## src/sv/ffsa_pkg.sv

```systemverilog
// Shared types and constants for the first-fit segment allocator.
`default_nettype none

package ffsa_pkg;

    // Request kinds carried in the input tuser bit.
    localparam logic REQ_ALLOC = 1'b0;
    localparam logic REQ_FREE  = 1'b1;

    // Heap order loaded at reset.
    localparam logic [4:0] RESET_ORDER = 5'd26;

    // Field widths fixed by the stream format.
    localparam int SIZE_W   = 27;
    localparam int OFFSET_W = 26;
    localparam int ORDER_W  = 5;

    // Result status codes.
    typedef enum logic [1:0] {
        ST_OK         = 2'd0,
        ST_NO_SPACE   = 2'd1,
        ST_TABLE_FULL = 2'd2,
        ST_NOT_FOUND  = 2'd3
    } ffsa_status_t;

    // Operation that every cell of the segment ring performs.
    typedef enum logic [1:0] {
        CELL_HOLD   = 2'd0,
        CELL_ROTATE = 2'd1,
        CELL_INSERT = 2'd2,
        CELL_DELETE = 2'd3
    } ffsa_cell_op_t;

endpackage

`default_nettype wire

```

## src/sv/ffsa_cell.sv

```systemverilog
// One cell of the segment ring: holds a single table entry (start, length).
`default_nettype none

module ffsa_cell #(
    parameter int SW  = 26,
    parameter int LW  = 27,
    parameter int IW  = 6,
    parameter int IDX = 0
) (
    input  wire logic                  clk,
    input  wire ffsa_pkg::ffsa_cell_op_t op,
    input  wire logic [IW-1:0]         pos,
    input  wire logic [SW-1:0]         left_start,
    input  wire logic [LW-1:0]         left_len,
    input  wire logic [SW-1:0]         right_start,
    input  wire logic [LW-1:0]         right_len,
    input  wire logic [SW-1:0]         new_start,
    input  wire logic [LW-1:0]         new_len,
    output logic      [SW-1:0]         seg_start,
    output logic      [LW-1:0]         seg_len
);

    logic [SW-1:0] start_reg;
    logic [LW-1:0] len_reg;

    localparam logic [IW-1:0] MY_IDX = IW'(IDX);

    // Rotation moves every entry one place toward cell 0; insert and delete
    // open or close a slot at the broadcast position.
    always_ff @(posedge clk)
    begin
        unique case (op)
            ffsa_pkg::CELL_HOLD:
            begin
            end
            ffsa_pkg::CELL_ROTATE:
            begin
                start_reg <= right_start;
                len_reg   <= right_len;
            end
            ffsa_pkg::CELL_INSERT:
            begin
                if (MY_IDX > pos)
                begin
                    start_reg <= left_start;
                    len_reg   <= left_len;
                end
                else if (MY_IDX == pos)
                begin
                    start_reg <= new_start;
                    len_reg   <= new_len;
                end
            end
            ffsa_pkg::CELL_DELETE:
            begin
                if (MY_IDX >= pos)
                begin
                    start_reg <= right_start;
                    len_reg   <= right_len;
                end
            end
            default:
            begin
            end
        endcase
    end

    assign seg_start = start_reg;
    assign seg_len   = len_reg;

endmodule

`default_nettype wire

```

## config.mk

```make
export PLATFORM = sky130hd
export DESIGN_NAME = ffsa_cell
export DESIGN_NICKNAME = d
export VERILOG_FILES = /design/src/sv/ffsa_pkg.sv /design/src/sv/ffsa_cell.sv
export SDC_FILE = /design/constraint.sdc
export NUM_CORES = 1
export LEC_CHECK = 0
export ABC_AREA = 1
export BUFFER_PORTS_ARGS = -buffer_cell sky130_fd_sc_hd__buf_2
export CORE_AREA = 2 2 87 89
export DETAILED_ROUTE_END_ITERATION = 6
export DIE_AREA = 0 0 89 91
export GPL_TIMING_DRIVEN = 0
export PLACE_DENSITY = 0.74
export SYNTH_ARGS = -nofsm -noshare
export SYNTH_HDL_FRONTEND = slang
export SYNTH_SLANG_ARGS = --single-unit
```

## constraint.sdc

```tcl
create_clock -name clk -period 3.07 [get_ports clk]
set_input_delay 0.614 -clock clk [delete_from_list [all_inputs] [get_ports clk]]
set_output_delay 0.614 -clock clk [all_outputs]
set_load 0.02 [all_outputs]
```

After elaboration in Yosys (flattened, before gate mapping)
Index checks and enable logic that the tools add are counted.
{"block": "classes", "order_cmp": 2, "eq_ne": 5, "n_mux": 8, "n_reduce_logical": 3}
{"operator": "27-bit two-way mux", "count": 3}
{"operator": "27-bit case mux with 3 select lines", "count": 1}
{"operator": "26-bit two-way mux", "count": 3}
{"operator": "26-bit case mux with 3 select lines", "count": 1}
{"operator": "1-bit by 6-bit >= comparator with 1-bit output (first input constant)", "count": 1}
{"operator": "1-bit by 6-bit > comparator with 1-bit output (first input constant)", "count": 1}
{"operator": "6-bit zero test", "count": 1}
{"operator": "2-bit equality test (second input constant)", "count": 2}
{"operator": "3-bit inequality test (second input constant)", "count": 1}
{"operator": "3-bit AND reduction", "count": 1}
{"operator": "3-bit nonzero test", "count": 1}
{"operator": "2-bit by 1-bit equality test with 1-bit output (second input constant)", "count": 1}
{"operator": "2-bit inequality test (second input constant)", "count": 1}
{"block": "totals", "reg_bits": 53, "in_bits": 168, "out_inout_bits": 53, "wordCells": 20}

Longest topological paths before layout
{"block": "logic_depth", "word_depth": 4, "depth_mapped": 5, "ltp_nobuf": 5}

Worst setup path after synthesis
OpenSTA, ideal clock, no wires.
{"block": "synth_path", "path_type": "in2reg", "startpoint": "input op[1]", "endpoint": "register len_reg[0] (netlist: seg_len[0]), enable pin", "setup_time_ps": 412, "arrival_ps": 2183, "required_time_ps": 2658, "path_slack_ps": 475, "path_stages": 3, "path_buffers": 1, "cell_sequence": "buf_4 > or2_2 > nand2_1"}
{"block": "synth_between", "elab_chain_cells": 3, "word_cells_on_any_way": 7, "cone_classes": "eq/ne (5); reduce/logical (2)"}
{"element": "start: declaration", "line_no": "ffsa_cell.sv:11", "text": "input wire ffsa_pkg::ffsa_cell_op_t op,"}
{"element": "2-bit equality test / 2-bit by 1-bit equality test with 1-bit output (equally long branches)", "line_no": "ffsa_cell.sv:32", "text": "unique case (op)"}
{"element": "3-bit inequality test (no source line), or another cell as far along"}
{"element": "3-bit AND reduction (no source line) *"}
{"element": "end signal: assignment", "line_no": "ffsa_cell.sv:39", "text": "len_reg <= right_len;"}
{"element": "end signal: assignment", "line_no": "ffsa_cell.sv:46", "text": "len_reg <= left_len;"}
{"element": "end signal: assignment", "line_no": "ffsa_cell.sv:51", "text": "len_reg <= new_len;"}
{"element": "end: declaration", "line_no": "ffsa_cell.sv:24", "text": "logic [LW-1:0] len_reg;"}
Every way passes the cells marked *; elsewhere a longest branch is shown, timed or not.
A chain may end at the register's enable or synchronous reset.

Worst setup path after layout
{"block": "layout_path", "startpoint": "input op[1]", "endpoint": "register len_reg[2] (netlist: seg_len[2]), enable pin"}
Same word-level chain as after synthesis.

==> impl_metrics.ini <==
[sta]
fin_ws_ns = 1.10
fmax_ghz = 0.507
hold_violations = 0
final_max_slew_viol_count = 0
whs_ns = 0.570
setup_viol = 0
slew_of_the_pin_with_the_lowest_slew_margin_ns = 0.609
finalWorstPathRequiredPeriod_ns = 1.97
slew_headroom = 0.592
final_min_period_over_clock_period = 0.643
grt_setup_unrepaired = no

[cells_and_area]
postLayoutCoreUtil = 0.490
layout-drive-gt1-share = 0.463
ff_latch_area_um2 = 1590
fill_cells = 720
area_taken_by_multi_input_logic_gates_um2 = 704
antenna_cells_inserted = 0
synthToLayoutAreaGrowth_pct = 45.2
num-nets-final = 586

[power]
irDropWorstVdd_mv = 0.166
pwr_density_cell_nw_per_um2 = 476
static-leakage-power_uw = 0.00177
p_int_uw = 1230
power_frac_seq = 0.528
p_clk_frac = 0.278
switching_share = 0.259
power.share.combinational = 0.194
total_switching_power_uw = 430

[synthesis]
netlist_area_um2 = 2410
yosys_warnings = 0
edff_count_synth = 53
leading_cell_type_by_number_of_instances_after_synthesis = nand2_1
post_synth.cell_area_avg_um2 = 9.90
ys_seq_area_frac = 0.661
synth_fp_nets = 411
synthesized_instance_count = 243
synthTopCellsByArea = edfxtp_1 66%, nand2_1 17%, nand3_1 11%
netlist.area_leader.share = 0.661
synth_cell_types = 10
synth_commonest_cells = 111 x nand2_1, 53 x edfxtp_1, 53 x nand3_1
synth_top_flop_cell = edfxtp_1
yosys_register_bits = 53
post-synth-top-area-cell = edfxtp_1
async_reset_ff_frac = 0

[floorplan]
die_span_y_um = 91
start_util = 0.337
die_area_um2 = 8100
die_x_um = 89
placement_rows = 31
boundaryPins = 221
core_um2 = 7140

[place]
dp_worst_setup_slack_ns = 0.753
io_buffer_count = 167
dp_hpwl_mm = 5.22
place.gp.congestion = 0.770

[worst_setup_path]
critical_path_buf_inv_count = 3
timing.critical_path.to_type = register
timing.critical_path.max_delay_family = simple AND/OR/NAND/NOR gates
worstSetupStartpointType = input pin
cp_slowest_stage_delay_ns = 0.46
critPathKind = in -> reg
crit_chain = buf_2 > buf_4 > or2_2 > nand2_2 > buf_12
timing.critical_path.arrival_ns = 1.98
crit_path_max_fanout = 30
crit_path_top_delay_cell = nand2_2
worst-endpoint-required_ns = 3.07

[clock_network]
clk_root_buffer_cell = clkbuf_8
clockBufferDepth = 2
post_cts.repair.setup_buffers = 0
ctsResizeCount = 0
number_of_cts_inserted_buffers = 5
clock_sinks = 53
cts.clk_slew.worst_paths_ns = 0.10
tritoncts = done
cts_hold_buffers = 0
ctsHtreeMaxLevel = 2

[grt]
grtUsageTotal = 0.163
total_grt_overflow = 0
pin_count_of_the_biggest_net_entering_global_routing = 31
grt_first_pass_wirelength_mm = 10.1
grt_pass1_vias = 2195
antenna_found_initial = 0

[detailed_routing]
post-route-drc-count = 0
drt.antenna.violating_nets = 0
route.detailed.vias_per_inst = 4.47
detail_route.wl_per_cell_um = 13.2
detailroute.via_count = 2317
detailedRoute.firstIterationViolations = 92
totalWireLength_mm = 6.81
drt_pre_antenna_iters = 6

[worst_hold_path]
whs_endpoint = seg_len[5]
hold_start = right_len[5]
hold_path_depth = 3
hold_path.class = in -> reg

[status]
outcome = completed

[run]
drv.max_cap_violation_count = 0
## per-layer routing
metal / share of wire / GRT usage
met1: 0.42 / 0.189
met2: 0.50 / 0.295
met5: 0 / 0
met3: 0.073 / 0.0345
met4: 0.012 / 0.0460
## final cells by class
| class | count | share of cell area |
|---|---|---|
| sequential | 53 | 0.455 |
| timing repair buffer | 168 | 0.245 |
| multi-input combinational | 168 | 0.202 |
| tap | 99 | 0.0354 |
| buffer | 16 | 0.0258 |
| clock buffer | 6 | 0.0208 |
| clock inverter | 2 | 0.00967 |
| inverter | 6 | 0.00644 |
## sequential cells by signal (all words and copies together), names as in the netlist
signal     flops
seg_start     26
seg_len       27
## worst max path at each step
| stage | start | endpoint | cells after the start |
|---|---|---|---|
| 6_report | op[1] | seg_len[2] | 5 |
| 5_1_grt | op[1] | seg_len[4] | 5 |
| 4_1_cts | op[1] | seg_len[2] | 5 |
| 3_5_place_dp | op[1] | seg_len[1] | 5 |
| 3_3_place_gp | op[1] | seg_len[5] | 4 |
| 2_1_floorplan | op[1] | seg_len[0] | 3 |
## layout by cell type (no fill, tap or decap), drive strengths merged
cell    count
or2         1
nor2        2
nand2     112
nand3      53
edfxtp     53
clkbuf      6
bufinv      1
buf       184
clkinv      1
inv         6
## power by group through the flow
stage / Sequential, µW / Clock (µW) / Combinational, µW
4_1_cts: 878 / 475 / 327
3_3_place_gp: 895 / 0 / 315
3_5_place_dp: 895 / 0 / 326
5_1_grt: 883 / 510 / 354
2_1_floorplan: 972 / 0 / 94.3
6_report: 877 / 463 / 323
## metrics by stage
step / area [µm²] / TNS [ns] / total power, µW / std cells
2_1_floorplan: 2410 / 0 / 1070 / 243
3_3_place_gp: 3370 / -7.02 / 1210 / 509
3_5_place_dp: 3390 / 0 / 1220 / 510
4_1_cts: 3490 / 0 / 1680 / 518
5_1_grt: 3490 / 0 / 1750 / 518
6_report: 3490 / 0 / 1660 / 518
## cell families after synthesis
family	after synthesis	share of synthesized area
flip-flops	53	0.661
AND/OR/NAND/NOR	168	0.292
buffers and inverters	22	0.0468
Note: power is estimated with default switching activity, not from simulation.
