--- config.mk ---
export PLATFORM = sky130hd
export DESIGN_NAME = ffsa_ctrl
export DESIGN_NICKNAME = d
export VERILOG_FILES = /design/src/sv/ffsa_pkg.sv /design/src/sv/ffsa_ctrl.sv
export SDC_FILE = /design/constraint.sdc
export NUM_CORES = 1
export LEC_CHECK = 0
export ABC_CLOCK_PERIOD_IN_PS = 14300
export BUFFER_PORTS_ARGS = -buffer_cell sky130_fd_sc_hd__buf_4
export CAP_MARGIN = 30
export CORE_AREA = 10 10 222 224
export CTS_CLUSTER_DIAMETER = 100
export DETAILED_ROUTE_END_ITERATION = 8
export DIE_AREA = 0 0 232 234
export GPL_ROUTABILITY_DRIVEN = 0
export SYNTH_ARGS = -nofsm -noshare
export SYNTH_HDL_FRONTEND = slang
export SYNTH_SLANG_ARGS = --single-unit
--- constraint.sdc ---
create_clock -name clk -period 14.3 [get_ports clk]
set_input_delay 2.145 -clock clk [delete_from_list [all_inputs] [get_ports clk]]
set_output_delay 2.145 -clock clk [all_outputs]
set_load 0.05 [all_outputs]
--- src/sv/ffsa_pkg.sv ---
// Shared types and constants for the first-fit segment allocator.
`default_nettype none

package ffsa_pkg;

    // Request kinds carried in the input tuser bit.
    localparam logic REQ_ALLOC = 1'b0;
    localparam logic REQ_FREE  = 1'b1;

    // Heap order loaded at reset.
    localparam logic [4:0] RESET_ORDER = 5'd26;

    // Field widths fixed by the stream format.
    localparam int SIZE_W   = 27;
    localparam int OFFSET_W = 26;
    localparam int ORDER_W  = 5;

    // Result status codes.
    typedef enum logic [1:0] {
        ST_OK         = 2'd0,
        ST_NO_SPACE   = 2'd1,
        ST_TABLE_FULL = 2'd2,
        ST_NOT_FOUND  = 2'd3
    } ffsa_status_t;

    // Operation that every cell of the segment ring performs.
    typedef enum logic [1:0] {
        CELL_HOLD   = 2'd0,
        CELL_ROTATE = 2'd1,
        CELL_INSERT = 2'd2,
        CELL_DELETE = 2'd3
    } ffsa_cell_op_t;

endpackage

`default_nettype wire

--- src/sv/ffsa_ctrl.sv ---
// Request sequencer: scans the cell ring, decides placement and edits the table.
`default_nettype none

module ffsa_ctrl #(
    parameter int MAX_SEGMENTS = 64,
    parameter int MAX_ORDER    = 26,
    parameter int SW           = 26,
    parameter int LW           = 27,
    parameter int IW           = 6
) (
    input  wire logic                    clk,
    input  wire logic                    rst_n,
    // Configuration write.
    input  wire logic                    cfg_wr_en,
    input  wire logic [4:0]              cfg_wr_data,
    // Request side.
    input  wire logic                    in_valid,
    output logic                         in_ready,
    input  wire logic                    in_req_type,
    input  wire logic [26:0]             in_alloc_size,
    input  wire logic [25:0]             in_free_offset,
    // Result side.
    output logic                         out_valid,
    input  wire logic                    out_ready,
    output logic [1:0]                   out_status,
    output logic [25:0]                  out_seg_offset,
    output logic [26:0]                  out_free_bytes,
    // Cell ring.
    input  wire logic [SW-1:0]           head_start,
    input  wire logic [LW-1:0]           head_len,
    output ffsa_pkg::ffsa_cell_op_t      cell_op,
    output logic [IW-1:0]                cell_pos,
    output logic [SW-1:0]                new_start,
    output logic [LW-1:0]                new_len
);

    localparam int CNTW = $clog2(MAX_SEGMENTS + 1);
    localparam int EW   = $clog2(MAX_ORDER + 1);
    localparam int CW   = (LW > ffsa_pkg::SIZE_W) ? LW : ffsa_pkg::SIZE_W;
    localparam logic [IW-1:0]   LAST_IDX = IW'(MAX_SEGMENTS - 1);
    localparam logic [CNTW-1:0] FULL_CNT = CNTW'(MAX_SEGMENTS);

    typedef enum logic [1:0] {
        S_IDLE,
        S_SCAN,
        S_FIT,
        S_DONE
    } state_t;

    // Heap size for a given order, saturated at the largest supported order.
    function automatic logic [LW-1:0] heap_of(input logic [4:0] order);
        logic [EW-1:0] eff;
        eff = (32'(order) > MAX_ORDER) ? EW'(MAX_ORDER) : EW'(order);
        return LW'(1) << eff;
    endfunction

    state_t                 state_reg;
    logic [4:0]             order_reg;
    logic [CNTW-1:0]        count_reg;
    logic [LW-1:0]          free_count_reg;
    logic [IW-1:0]          k_reg;
    logic                   found_reg;
    logic [IW-1:0]          pos_reg;
    logic                   req_type_reg;
    logic [26:0]            size_reg;
    logic [25:0]            offset_reg;
    logic [LW-1:0]          off_reg;
    logic [LW-1:0]          flen_reg;
    ffsa_pkg::ffsa_status_t res_status_reg;
    logic [25:0]            res_offset_reg;
    logic                   out_valid_reg;
    logic [1:0]             out_status_reg;
    logic [25:0]            out_offset_reg;
    logic [26:0]            out_free_reg;

    logic                   accept;
    logic                   no_space_now;
    logic                   full_now;
    logic                   entry_live;
    logic                   gap_fit;
    logic                   offset_hit;
    logic [LW-1:0]          off_next;
    logic [LW-1:0]          heap_now;
    logic                   tail_fit;
    logic                   edit_ok;
    logic [LW:0]            freed_sum;
    logic [LW-1:0]          free_next;

    // Early checks on the incoming request.
    assign accept       = in_valid && (state_reg == S_IDLE);
    assign no_space_now = (in_alloc_size == '0) ||
                          (CW'(in_alloc_size) > CW'(free_count_reg));
    assign full_now     = (count_reg >= FULL_CNT);

    // Per-step test on the entry now sitting in cell 0.
    assign entry_live = CNTW'(k_reg) < count_reg;
    assign gap_fit    = (CW'(head_start) >= CW'(off_reg)) &&
                        ((CW'(head_start) - CW'(off_reg)) >= CW'(size_reg));
    assign offset_hit = (CW'(head_start) == CW'(offset_reg));
    assign off_next   = LW'(head_start) + head_len;

    // Placement after the last segment and free-count update on release.
    assign heap_now  = heap_of(order_reg);
    assign tail_fit  = (CW'(heap_now) - CW'(off_reg)) >= CW'(size_reg);
    assign edit_ok   = found_reg || ((req_type_reg == ffsa_pkg::REQ_ALLOC) && tail_fit);
    assign freed_sum = (LW+1)'(free_count_reg) + (LW+1)'(flen_reg);
    assign free_next = (freed_sum > (LW+1)'(heap_now)) ? heap_now : LW'(freed_sum);

    // Ring command: rotate while scanning, edit once in the fit cycle if a slot was found or the tail fits.
    always_comb
    begin
        cell_op = ffsa_pkg::CELL_HOLD;
        if (state_reg == S_SCAN)
        begin
            cell_op = ffsa_pkg::CELL_ROTATE;
        end
        else if ((state_reg == S_FIT) && edit_ok)
        begin
            cell_op = (req_type_reg == ffsa_pkg::REQ_ALLOC) ? ffsa_pkg::CELL_INSERT
                                                            : ffsa_pkg::CELL_DELETE;
        end
    end

    assign cell_pos  = found_reg ? pos_reg : IW'(count_reg);
    assign new_start = SW'(off_reg);
    assign new_len   = LW'(size_reg);

    // Sequencer state, table bookkeeping and the result register.
    always_ff @(posedge clk or negedge rst_n)
    begin
        if (!rst_n)
        begin
            state_reg      <= S_IDLE;
            order_reg      <= ffsa_pkg::RESET_ORDER;
            count_reg      <= '0;
            free_count_reg <= heap_of(ffsa_pkg::RESET_ORDER);
            k_reg          <= '0;
            found_reg      <= 1'b0;
            out_valid_reg  <= 1'b0;
        end
        else
        begin
            // The done state reloads the result register itself.
            if (out_valid_reg && out_ready && (state_reg != S_DONE))
            begin
                out_valid_reg <= 1'b0;
            end

            // A register write empties the table and refills the free count.
            if (cfg_wr_en)
            begin
                order_reg      <= cfg_wr_data;
                count_reg      <= '0;
                free_count_reg <= heap_of(cfg_wr_data);
            end

            unique case (state_reg)
                S_IDLE:
                begin
                    if (accept)
                    begin
                        req_type_reg   <= in_req_type;
                        size_reg       <= in_alloc_size;
                        offset_reg     <= in_free_offset;
                        off_reg        <= '0;
                        k_reg          <= '0;
                        found_reg      <= 1'b0;
                        res_offset_reg <= '0;
                        if ((in_req_type == ffsa_pkg::REQ_ALLOC) && no_space_now)
                        begin
                            res_status_reg <= ffsa_pkg::ST_NO_SPACE;
                            state_reg      <= S_DONE;
                        end
                        else if ((in_req_type == ffsa_pkg::REQ_ALLOC) && full_now)
                        begin
                            res_status_reg <= ffsa_pkg::ST_TABLE_FULL;
                            state_reg      <= S_DONE;
                        end
                        else
                        begin
                            state_reg <= S_SCAN;
                        end
                    end
                end

                S_SCAN:
                begin
                    if (!found_reg && entry_live)
                    begin
                        if (req_type_reg == ffsa_pkg::REQ_ALLOC)
                        begin
                            if (gap_fit)
                            begin
                                found_reg <= 1'b1;
                                pos_reg   <= k_reg;
                            end
                            else
                            begin
                                off_reg <= off_next;
                            end
                        end
                        else if (offset_hit)
                        begin
                            found_reg <= 1'b1;
                            pos_reg   <= k_reg;
                            flen_reg  <= head_len;
                        end
                    end
                    k_reg <= k_reg + IW'(1);
                    if (k_reg == LAST_IDX)
                    begin
                        state_reg <= S_FIT;
                    end
                end

                S_FIT:
                begin
                    if (req_type_reg == ffsa_pkg::REQ_ALLOC)
                    begin
                        if (edit_ok)
                        begin
                            res_status_reg <= ffsa_pkg::ST_OK;
                            res_offset_reg <= 26'(off_reg);
                            count_reg      <= count_reg + CNTW'(1);
                            free_count_reg <= free_count_reg - LW'(size_reg);
                        end
                        else
                        begin
                            res_status_reg <= ffsa_pkg::ST_NO_SPACE;
                        end
                    end
                    else if (found_reg)
                    begin
                        res_status_reg <= ffsa_pkg::ST_OK;
                        count_reg      <= count_reg - CNTW'(1);
                        free_count_reg <= free_next;
                    end
                    else
                    begin
                        res_status_reg <= ffsa_pkg::ST_NOT_FOUND;
                    end
                    state_reg <= S_DONE;
                end

                S_DONE:
                begin
                    if (!out_valid_reg || out_ready)
                    begin
                        out_valid_reg  <= 1'b1;
                        out_status_reg <= res_status_reg;
                        out_offset_reg <= res_offset_reg;
                        out_free_reg   <= 27'(free_count_reg);
                        state_reg      <= S_IDLE;
                    end
                end

                default:
                begin
                    state_reg <= S_IDLE;
                end
            endcase
        end
    end

    assign in_ready       = (state_reg == S_IDLE);
    assign out_valid      = out_valid_reg;
    assign out_status     = out_status_reg;
    assign out_seg_offset = out_offset_reg;
    assign out_free_bytes = out_free_reg;

endmodule

`default_nettype wire

Word level (Yosys, flattened, before mapping)
Index checks and enable logic that the tools add are counted.
{ "op_classes": {"n_addsub": 8, "magnitude_cmp": 9, "eq_ne": 18, "n_shift": 2, "mux": 53, "bitwise_logic": 2, "n_reduce_logical": 29} }
{ "ops": {"columns": ["cell", "count"], "rows": [
  ["two-way mux 27 bit", 10],
  ["two-way mux 26 bit", 3],
  ["greater-or-equal comparator 27 bit", 2],
  ["case mux 27 bit (2 select lines)", 1],
  ["left shift 1 x 5 -> 27 bit (first input constant)", 2],
  ["subtractor 27 bit", 2],
  ["case mux 26 bit (2 select lines)", 1],
  ["two-way mux 7 bit", 5],
  ["two-way mux 6 bit", 5],
  ["adder 27 x 27 -> 28 bit", 1],
  ["> comparator 28 x 27 -> 1 bit", 1],
  ["adder 26 x 27 -> 27 bit", 1],
  ["greater-or-equal comparator 26 x 27 -> 1 bit", 1],
  ["> comparator 27 bit", 1],
  ["logical NOT 27 bit", 1],
  ["subtractor 26 x 27 -> 27 bit", 1],
  ["equality test 26 bit", 1],
  ["two-way mux 2 bit", 12],
  ["AND reduction 5 bit", 4],
  ["!= test 2 bit (second input constant)", 6],
  ["case mux 6 bit (2 select lines)", 1],
  ["> comparator 5 bit (second input constant)", 2],
  ["two-way mux 1 bit", 10],
  ["two-way mux 5 bit", 2],
  ["24 further kinds", 45]
]} }
{ "totals": {"reg_bits": 246, "input_bits": 117, "output_inout_bits": 118, "wordCells": 139} }

Longest topological paths before layout
{ "depth": {"word_depth": 10, "mapped_depth": 28, "ltp_nobuf": 26} }

Least setup slack after synthesis
No wires, ideal clock.
{ "synth_path": {"kind": "flip-flop to output port", "from": "register order_reg[1]", "to": "output cell_op[1]", "arrival_time_ns": 5.660, "required_ns": 12.155, "path_slack_ns": 6.495, "path_stages_with_launch": 28, "path_buffers": 3, "cell_sequence": "dfstp_2 clkbuf_1 nor2_1 and2_1 nand2_1 inv_1 ha_1 nor2b_1 o31a_1 o2111ai_1 a21oi_1 o41a_1 a21oi_1 o21bai_1 a21o_1 a21oi_1 xnor2_1 ha_1 nand4_1 nor2_1 o221a_2 o31ai_1 a211oi_1 nor3_1 or2_2 clkbuf_1 clkbuf_1 nor2_1"} }
{ "synth_via": {"elab_chain_cells": 10} }
{ "synth_rtl": {"columns": ["item", "line", "text"], "rows": [
  ["start, declared", "ffsa_ctrl.sv:58", "logic [4:0] order_reg;"],
  ["start signal, assigned", "ffsa_ctrl.sv:134", "order_reg <= ffsa_pkg::RESET_ORDER;"],
  ["start signal, assigned", "ffsa_ctrl.sv:152", "order_reg <= cfg_wr_data;"],
  ["> comparator 5 bit", "ffsa_ctrl.sv:53", "eff = (32'(order) > MAX_ORDER) ? EW'(MAX_ORDER) : EW'(order);"],
  ["two-way mux 5 bit *", "ffsa_ctrl.sv:53", null],
  ["left shift 1 x 5 -> 27 bit *", "ffsa_ctrl.sv:54", "return LW'(1) << eff;"],
  ["subtractor 27 bit *", "ffsa_ctrl.sv:104", "assign tail_fit = (CW'(heap_now) - CW'(off_reg)) >= CW'(size_reg);"],
  ["greater-or-equal comparator 27 bit *", "ffsa_ctrl.sv:104", null],
  ["logical AND 1 bit *", "ffsa_ctrl.sv:105", "assign edit_ok = found_reg || ((req_type_reg == ffsa_pkg::REQ_ALLOC) && tail_fit);"],
  ["logical OR 1 bit *", "ffsa_ctrl.sv:105", null],
  ["logical AND 1 bit *", "ffsa_ctrl.sv:117", "else if ((state_reg == S_FIT) && edit_ok)"],
  ["two-way mux 2 bit *", "ffsa_ctrl.sv:117", null],
  ["two-way mux 2 bit *", "ffsa_ctrl.sv:113", "if (state_reg == S_SCAN)"],
  ["end, declared", "ffsa_ctrl.sv:31", "output ffsa_pkg::ffsa_cell_op_t cell_op,"]
]} }
Every way passes the cells marked *; elsewhere a longest branch is shown, timed or not.

Worst setup path after layout
Same ends and word-level chain as after synthesis.

==> results.md <==
- Status: completed
- Synthesized area: 19100 um^2
- Routed via count: 16.6k
- Final Total Pwr: 3.43 mW
- Buffers added on ports: 234
- Setup violators final: 0
- CTS tree: done
- Clock input transition at the sequential cells of the worst setup and hold paths: 0.06 ns
- Rows: 78
- DR WL/cell: 24.1 um
- CP Launch Type: register
- Sequential Area: 7150 um^2
- Overflow after GRT: 0
- Clock Path Buffers: 3
- Multi-input logic area: 11100 um^2
- Cts hold-fix bufs: 0
- Via/cell ratio: 5.90
- GR Util All Layers: 24.0%
- Core Footprint: 44900 um^2
- Setup repair bufs after CTS: 0
- Met1 Use GR: 31.2%
- Initial antenna violation count: 0
- Max-Cap Viols: 0
- Crit path time final: 9.05 ns
- Most Crowded Layer GR: met2
- Post-synth ARST share: 19.9%
- Fill cells: 4165
- Worst Skew: 0.0234 ns
- Post-synthesis instance total: 1973
- CP startpoint: order_reg[1]
- Crit path DAT: 6.90 ns
- Yosys warns: 0
- Hold crit path type: register to register
- Layout area overhead: 16.7%
- Pleak: 9.88 nW
- Worst VDD drop: 118 uV
- Library cells used by synthesis: 80
- Hold Vio Cnt, Final: 0
- DPL Wire Length: 55000 um
- Worst Setup End Kind: primary output
- Slew HR: 28.9%
- CTS resizes: 0
- Grt met3 use: 3.96%
- Initial DRC Count: 1634
- Initial core utilization: 42.6%
- Clock buffer count from CTS: 29
- Layout cells sized above 1: 14.2%
- Layout Nets: 2561
- Die ar.: 54300 um^2
- RSZ-0062 raised after global routing: false
- Met2 capacity usage during global routing: 38.8%
- Worst Tran Pin Value: 1.06 ns
- Chip height: 234 um
- CTS H-tree depth: 1
- Final Cycle Share: 63.3%
- First-pass GRT wire length: 99200 um
- DRT Pass-1 Iters: 6
- CP required: 12.15 ns
- Pins Over Slew Limit: 0
- Yosys reg bits: 246
- Avg Inst Size Synth: 9.69 um^2
- Skew-Pair Late Insertion Delay: 0.60 ns
- Ports: 235
- CTS Sinks: 246
- Syn nets: 2347
- P per Cell Area: 154 nW/um^2
- Ant diodes: 0
- Root buf cell: clkbuf_16
- Pin count of the biggest net entering global routing: 57
- Vias in the first global route: 16.4k
- FF-to-FF Start: order_reg[3]
- Seq/Total Area, Yosys: 37.4%
- Fmax: 111 MHz
- Total wire length: 67600 um
- WS Path Type: register to primary output
- Die X: 232 um
- Worst-path maximum fanout: 17
- Primary FF master, synth: edfxtp_1
- Final ANT Viol Nets: 0
- Post-synth EDFFs: 197
- Post-route DRC: 0
- Setup_tns: 0 ns
- Hold wc startpoint: res_offset_reg[4]
## power by group
group | leakage [nW] | switching, mW | internal (mW)
clock network | 0.442 | 0.313 | 0.425
logic | 6.96 | 1.07 | 0.612
registers | 2.47 | 0.0813 | 0.925
total | 9.88 | 1.47 | 1.96
## synthesized netlist by cell type (45+ instances only)
| cell | n | area share [%] |
|---|---|---|
| nand2_1 | 130 | 2.6 |
| a21oi_1 | 114 | 3.0 |
| xor2_1 | 48 | 2.2 |
| nand3_1 | 46 | 1.2 |
| nor2_1 | 144 | 2.8 |
| xnor2_1 | 85 | 3.9 |
| inv_1 | 154 | 3.0 |
| edfxtp_1 | 197 | 31 |
| o21ai_0 | 75 | 2.0 |
| a21o_1 | 70 | 2.7 |
| ha_1 | 252 | 16 |
| dfrtp_1 | 45 | 5.9 |
## metrics by stage
stage	worst slack [ns]	instance area [um^2]	util, %	hold WS [ns]	instances
after CTS	5.29	22300	49.7	0.418	2808
after floorplan	6.50	19100	-	0.400	1973
after detailed placement	5.95	21400	47.7	0.405	2756
after global placement	6.07	21400	47.7	0.402	2756
after global routing	4.80	22300	49.7	0.422	2808
final	5.25	22300	49.7	0.419	2808
## layout by cell type, fill, tap and decap left out, types with 38 or more instances in the layout
master	count
edfxtp_1	197
ha_1	252
nor2_1	144
a21oi_1	113
nand4_1	39
o21a_1	38
a21o_1	70
xor2_1	48
dfrtp_1	45
o21ai_0	75
inv_1	154
xnor2_1	85
buf_4	249
nand2_1	130
nand3_1	46
## critical path: stages, from the launching register on
cell and delay (ns):
dfstp_2 0.62, nor3b_1 0.36, nand2_1 0.21, inv_1 0.11
ha_1 0.27, nor2b_1 0.15, o21ai_1 0.17, a21boi_1 0.15
nor4_1 0.32, o21ai_1 0.15, a31oi_1 0.37, o21ai_1 0.23
a21bo_2 0.23, a21oi_1 0.17, xnor2_1 0.14, ha_1 0.27
a21o_1 0.18, a221o_1 0.38, a211oi_1 0.26, o21a_1 0.18
a211oi_1 0.08, nor3_1 0.43, or2_2 0.52, nor2_1 0.14
buf_4 0.22
## final timing paths
kind	endpoint	cells after the start	slack [ns]
max	cell_op[1]	24	5.25
min	out_seg_offset[4]	0	0.42
max reg2reg	count_reg[1]	25	7.58
min reg2reg	out_seg_offset[4]	0	0.42
max in group asynchronous	free_count_reg[1]	1	12.06
min in group asynchronous	out_valid	1	1.63
## layer usage
metal / share of wire, % / routed length (um) / vias up
met3: 7.6 / 5130 / 119
met2: 45 / 30700 / 694
met4: 4.6 / 3090 / 0
met5: 0 / 0 / -
li1: - / - / 7765
met1: 42 / 28700 / 7985
## area by class of cell
type	count	area share, %
well taps	600	3.36
flip-flops and latches	246	32.0
clock buffers	37	3.39
repair buffers	249	8.38
inverters	154	2.59
clock inverters	15	0.695
multi-input cells	1507	49.6
## cell families (layout without fill, tap and decap cells)
kind of cell / after synthesis / count (layout) / share of synthesized area (%)
AOI/OAI and AO/OA: 520 / 520 / 18.3
xor gates and xnor gates: 133 / 133 / 6.09
adders and majority gates: 257 / 257 / 17.0
buffers and inverters: 220 / 455 / 4.84
DFF: 246 / 246 / 37.4
muxes: 35 / 35 / 1.87
and+or+nand+nor: 562 / 562 / 14.5
Note: power is estimated with default switching activity, not from simulation.
